$ cat src/sv/assert_macros.svh
// ----------------------------------------------------------------------------
// assert_macros
// Assertion helper macros used by the flow table RTL.
// ----------------------------------------------------------------------------
`ifndef ASSERT_MACROS_SVH
`define ASSERT_MACROS_SVH
// Implication checked at every rising clock edge outside reset.
`define ASSERT_IMPL(label, clk, rst_n, ante, cons) \
    label: assert property (@(posedge clk) disable iff (!rst_n) (ante) |-> (cons)) \
        else $error("assertion failed");
// Next-cycle implication checked outside reset.
`define ASSERT_NEXT(label, clk, rst_n, ante, cons) \
    label: assert property (@(posedge clk) disable iff (!rst_n) (ante) |=> (cons)) \
        else $error("assertion failed");
`endif

$ cat src/sv/bft_pkg.sv
// ----------------------------------------------------------------------------
// bft_pkg
// Types and codes shared by the bidirectional flow table.
// ----------------------------------------------------------------------------
`timescale 1ns / 1ps
package bft_pkg;

    localparam logic [1:0] REQ_PACKET = 2'd0;
    localparam logic [1:0] REQ_READ   = 2'd1;
    localparam logic [1:0] REQ_CLEAR  = 2'd2;
    localparam logic [1:0] REQ_UNUSED = 2'd3;

    localparam logic [2:0] ST_HIT        = 3'd0;
    localparam logic [2:0] ST_NEW        = 3'd1;
    localparam logic [2:0] ST_FULL       = 3'd2;
    localparam logic [2:0] ST_READ_OK    = 3'd3;
    localparam logic [2:0] ST_READ_EMPTY = 3'd4;

    typedef struct packed {
        logic [1:0]  req_type;
        logic        ip_version;
        logic [63:0] src_ip_hi;
        logic [63:0] src_ip_lo;
        logic [63:0] dst_ip_hi;
        logic [63:0] dst_ip_lo;
        logic [15:0] src_port;
        logic [15:0] dst_port;
        logic [7:0]  protocol;
        logic [15:0] pkt_len;
        logic [63:0] time_us;
        logic [5:0]  entry_index;
    } t_in;

    typedef struct packed {
        logic [2:0]  status;
        logic [5:0]  flow_index;
        logic        direction;
        logic [7:0]  flow_protocol;
        logic [47:0] pkt_total;
        logic [63:0] byte_total;
        logic [47:0] packets_forward;
        logic [63:0] bytes_forward;
        logic [47:0] packets_reverse;
        logic [63:0] bytes_reverse;
        logic [63:0] flow_start;
        logic [63:0] flow_end;
    } t_out;

    // Key part of a slot: everything the lookup compares.
    typedef struct packed {
        logic        is_v6;
        logic [7:0]  proto;
        logic [63:0] a_hi;
        logic [63:0] a_lo;
        logic [63:0] b_hi;
        logic [63:0] b_lo;
        logic [15:0] port_a;
        logic [15:0] port_b;
    } t_key;

    // Statistics part of a slot.
    typedef struct packed {
        logic [47:0] pkt_fwd;
        logic [47:0] pkt_rev;
        logic [63:0] byte_fwd;
        logic [63:0] byte_rev;
        logic [63:0] first;
        logic [63:0] last;
    } t_stats;

    // Outcome of comparing one stored key against the packet.
    typedef struct packed {
        logic hit;
        logic dir;
    } t_match;

endpackage

$ cat src/sv/bft_match.sv
// ----------------------------------------------------------------------------
// bft_match
// Compares one stored flow key against a packet in both directions.
// ----------------------------------------------------------------------------
`timescale 1ns / 1ps
module bft_match (
    input  bft_pkg::t_key   i_key,
    input  logic            i_v6,
    input  logic [7:0]      i_proto,
    input  logic [63:0]     i_shi,
    input  logic [63:0]     i_slo,
    input  logic [63:0]     i_dhi,
    input  logic [63:0]     i_dlo,
    input  logic [15:0]     i_sp,
    input  logic [15:0]     i_dp,
    output bft_pkg::t_match o_match
);
    logic [63:0] w_hmask;
    logic [63:0] w_lmask;
    logic        w_src_a, w_src_b, w_dst_a, w_dst_b, w_kind;

    // IPv4 compares the low 32 bits of the low word only.
    assign w_hmask = i_v6 ? '1 : '0;
    assign w_lmask = i_v6 ? '1 : {32'd0, 32'hFFFF_FFFF};

    assign w_kind  = (i_key.proto == i_proto) && (i_key.is_v6 == i_v6);
    assign w_src_a = (((i_shi ^ i_key.a_hi) & w_hmask) == '0)
                  && (((i_slo ^ i_key.a_lo) & w_lmask) == '0) && (i_sp == i_key.port_a);
    assign w_src_b = (((i_shi ^ i_key.b_hi) & w_hmask) == '0)
                  && (((i_slo ^ i_key.b_lo) & w_lmask) == '0) && (i_sp == i_key.port_b);
    assign w_dst_a = (((i_dhi ^ i_key.a_hi) & w_hmask) == '0)
                  && (((i_dlo ^ i_key.a_lo) & w_lmask) == '0) && (i_dp == i_key.port_a);
    assign w_dst_b = (((i_dhi ^ i_key.b_hi) & w_hmask) == '0)
                  && (((i_dlo ^ i_key.b_lo) & w_lmask) == '0) && (i_dp == i_key.port_b);

    assign o_match.hit = w_kind && ((w_src_a && w_dst_b) || (w_src_b && w_dst_a));
    assign o_match.dir = !w_src_a;
endmodule

$ cat config.mk
export PLATFORM = sky130hd
export DESIGN_NAME = bft_match
export DESIGN_NICKNAME = d
export VERILOG_FILES = /design/src/sv/assert_macros.svh /design/src/sv/bft_pkg.sv /design/src/sv/bft_match.sv
export SDC_FILE = /design/constraint.sdc
export NUM_CORES = 1
export LEC_CHECK = 0
export BUFFER_PORTS_ARGS = -buffer_cell sky130_fd_sc_hd__buf_2
export CORE_AREA = 2 2 234 236
export DETAILED_ROUTE_END_ITERATION = 8
export DIE_AREA = 0 0 236 238
export PLACE_DENSITY = 0.34
export SKIP_LAST_GASP = 1
export SYNTH_ARGS = -nofsm -noshare
export SYNTH_HDL_FRONTEND = slang
export SYNTH_SLANG_ARGS = --single-unit
$ cat constraint.sdc
create_clock -name vclk -period 1.85
set_clock_uncertainty 0.2 [all_clocks]
set_input_delay 0.37 -clock vclk [all_inputs]
set_output_delay 0.37 -clock vclk [all_outputs]
set_load 0.02 [all_outputs]
; ---- Word level (Yosys, flattened, before mapping)
; Cells that the tools add are included.
[totals]
ff_bits = 0
inputBits = 594
out_inout_bits = 2
word_cells = 46
[op_classes]
eq_ne = 6
n_mux = 2
n_bitwise = 16
n_reduce_logical = 22
[ops]
columns = cell, count
row1 = $and 64x64->64, 8
row2 = $logic_not 64->1, 8
row3 = $xor 64x64->64, 8
row4 = $mux 64, 2
row5 = $eq 16x16->1, 4
row6 = $logic_and 1x1->1, 12
row7 = $eq 8x8->1, 1
row8 = $eq 1x1->1, 1
row9 = $logic_not 1->1, 1
row10 = $logic_or 1x1->1, 1

; ---- Depth between registers and ports, before layout
[depth]
depth_word = 8
ltp_mapped = 7
ltp_nobuf = 7

; ---- Least setup slack after synthesis
; OpenSTA, ideal clock, no wires.
[synth_timing]
kind = in2out
startpoint = input i_slo[16]
endpoint = output o_match[1] in the netlist's numbering
arrival_ps = 1608
path_slack_ps = -328
stages = 7
path_cell_list = xor2_1 -> nor4_1 -> nand4_1 -> nor3_1 -> and4_1 -> nor2_1 -> o211ai_2
[synth_lines]
columns = item, line
row1 = start: declaration, bft_match.sv:11  ; input logic [63:0] i_slo,
row2 = end: declaration, bft_match.sv:16  ; output bft_pkg::t_match o_match

==> results.cfg <==
[logic_synthesis]
synth-seq-area-share_pct = 0
yosysUniqueCellTypes = 18
syn-instance-count = 789
yosys_warnings = 0
syn_area_um2 = 6400
synth_nets = 1383
synth.avg_cell_area_um2 = 8.11

[die]
initial_utilization_pct = 12.0
die_area_um2 = 56200
die_w_um = 236
dieHeight_um = 238
coreArea_um2 = 53500
num_rows = 85
io_pins = 596

[cells_and_area]
drive_above_1_share_pct = 61.0
area_delta_synth_final_pct = 122
final_area_um2 = 14200
n_sequential_cell = 0
clkbuf_count = 0
finalNetCount = 2397
seq_area_um2 = 0

[timing]
max_freq_mhz = 339
hold_violations = 0
drv_slew = 0
setup_viol = 2
period_needed_ns = 2.95
setup_slack_ns = -1.10
holdWs_ns = 1.05
tightest_slew_ns = 0.661
period_share_pct = 159
rsz0062_at_grt = true
relSlewSlack_pct = 55.8

[route]
viasPerCell = 3.96
drtPass1Iterations = 4
routed-via-count = 9897
ant_nets = 0
drtIter0Drc = 302
routedWlPerCell_um = 26.9
routed_wl_um = 67300
route.detailed.drc = 0

[critical_path]
crit_required_ns = 1.28
critPathLaunchType = input pin
cpPeakStageDelay_ns = 0.34
critPathArrivalTime_ns = 2.38
path_class = in2out
crit_chain = buf_2 > xnor2_2 > buf_4 > nand4_1 > nor4_1 > buf_4 > nand4_1 > o31ai_4 > nand3_2 > o211ai_4 > buf_6
worst-path-max-fanout = 2
cp_top_family = simple AND/OR/NAND/NOR gates
path_buf_inv = 4
setup.worst_path.start = i_slo[37]
slowest_stage = o31ai_4
end_kind = output pin

[placed_design]
dp_hpwl_um = 64500
gp_congestion = 0.951
post-place-ws_ns = -1.56
portBuffers = 596
dpl_cell_area_um2 = 13400

[power]
leakagePower_nw = 6.77
ir_drop_mv = 0.0963
pwr-share-clk_pct = 0
p_per_area_nw_per_um2 = 270
combPwrFrac_pct = 100.0
p_switching_mw = 1.96
seqPwrFrac_pct = 0
swShare_pct = 50.9
intPower_mw = 1.89

[hold_path]
hold_class = in2out
whs_endpoint = o_match[1]
worstHoldStart = i_v6
hold_depth = 4

[outcome]
violations = negative setup slack
status = finished, violations left

[run]
cap_violations = 0

[global_routing]
grt_antenna_before_repair = 33
grt_pass1_vias = 11100
grt-ovfl-total = 0
grt_max_degree = 4
grt_pass1_wl_um = 88300
track_usage_pct = 23.1
area by class of cell:
class / count / area [µm²]
tap: 696 / 871
multi-input combinational: 785 / 7110
inverter: 4 / 15.0
antenna: 5 / 12.5
timing repair buffer: 1012 / 6210
fill: 6128 / 39300
logic make-up after synthesis:
family | after synthesis | synth area share, %
buffers and inverters | 4 | 0.234
AO/OA/AOI/OAI | 6 | 0.821
AND/OR/NAND/NOR | 198 | 19.4
XOR/XNOR | 581 | 79.5
synthesized netlist by cell type:
master | instances | area [µm²]
nand4_1 | 91 | 569
and3_1 | 1 | 6.26
o221ai_1 | 1 | 8.76
nand2_1 | 1 | 3.75
nor3_1 | 3 | 15.0
a221oi_1 | 2 | 17.5
nor4_1 | 93 | 582
nand3_1 | 3 | 15.0
nor2_1 | 2 | 7.51
nor4_2 | 2 | 25.0
inv_1 | 4 | 15.0
nand4_2 | 1 | 12.5
o211ai_2 | 1 | 12.5
xor2_1 | 301 | 2640
and4_1 | 1 | 8.76
xnor2_1 | 280 | 2450
o31ai_1 | 1 | 7.51
o22ai_1 | 1 | 6.26
what timing repair did:
action,CTS,global route
hold buffers,0,0
pin swaps,55,16
gates resized for setup,100,34
setup buffers,1,0
endpoints found under the setup margin,2,2
worst min-delay path, stage by stage:
cell      delay, ns
buf_2          0.12
buf_4          0.15
o211ai_4       0.09
buf_6          0.14
per-layer routing:
| layer | global-route usage, % | vias up | part of all wire (%) | wire length (µm) |
|---|---|---|---|---|
| li1 | - | 4796 | - | - |
| met1 | 22.5 | 4498 | 34 | 23000 |
| met2 | 48.3 | 473 | 56 | 37700 |
| met3 | 5.09 | 92 | 6.3 | 4250 |
| met4 | 5.29 | 38 | 3.1 | 2120 |
| met5 | 0 | - | 0.36 | 243 |
worst max-delay path by stage:
stage,to,slack [ns],cells after the start
2_1_floorplan,o_match[1],-0.33,7
3_3_place_gp,o_match[1],-1.60,10
3_5_place_dp,o_match[1],-1.56,11
4_1_cts,o_match[1],-1.11,11
5_1_grt,o_match[1],-1.29,11
6_report,o_match[1],-1.10,11
placed cells by master (no fill, tap or decap), types with 10 or more instances in the layout:
cell type  netlist  layout
xor2_1         301     299
nor4_1          93      64
xnor2_1        280     237
buf_6            0      14
buf_4            0     419
nand4_1         91      91
nor4_4           0      10
buf_2            0     578
xnor2_2          0      38
nor4_2           2      21
stage by stage:
step | setup TNS, ns | std cells | util, % | total power, mW
global route | -2.39 | 2498 | 26.6 | 4.07
CTS | -2.19 | 2498 | 26.2 | 3.87
finish | -2.16 | 2502 | 26.6 | 3.84
global placement | -3.13 | 2503 | 25.1 | 3.71
detailed placement | -3.07 | 2503 | 25.1 | 3.70
floorplan | -0.414 | 789 | - | 1.05
power groups by stage:
stage	Clock, mW	Sequential [mW]	Combinational (mW)
finish	0.000000362	0	3.84
global route	0.0000000723	0	4.07
CTS	0	0	3.87
detailed placement	0	0	3.70
global placement	0	0	3.71
floorplan	0	0	1.05
No activity file was read; power rests on OpenSTA's default activity.
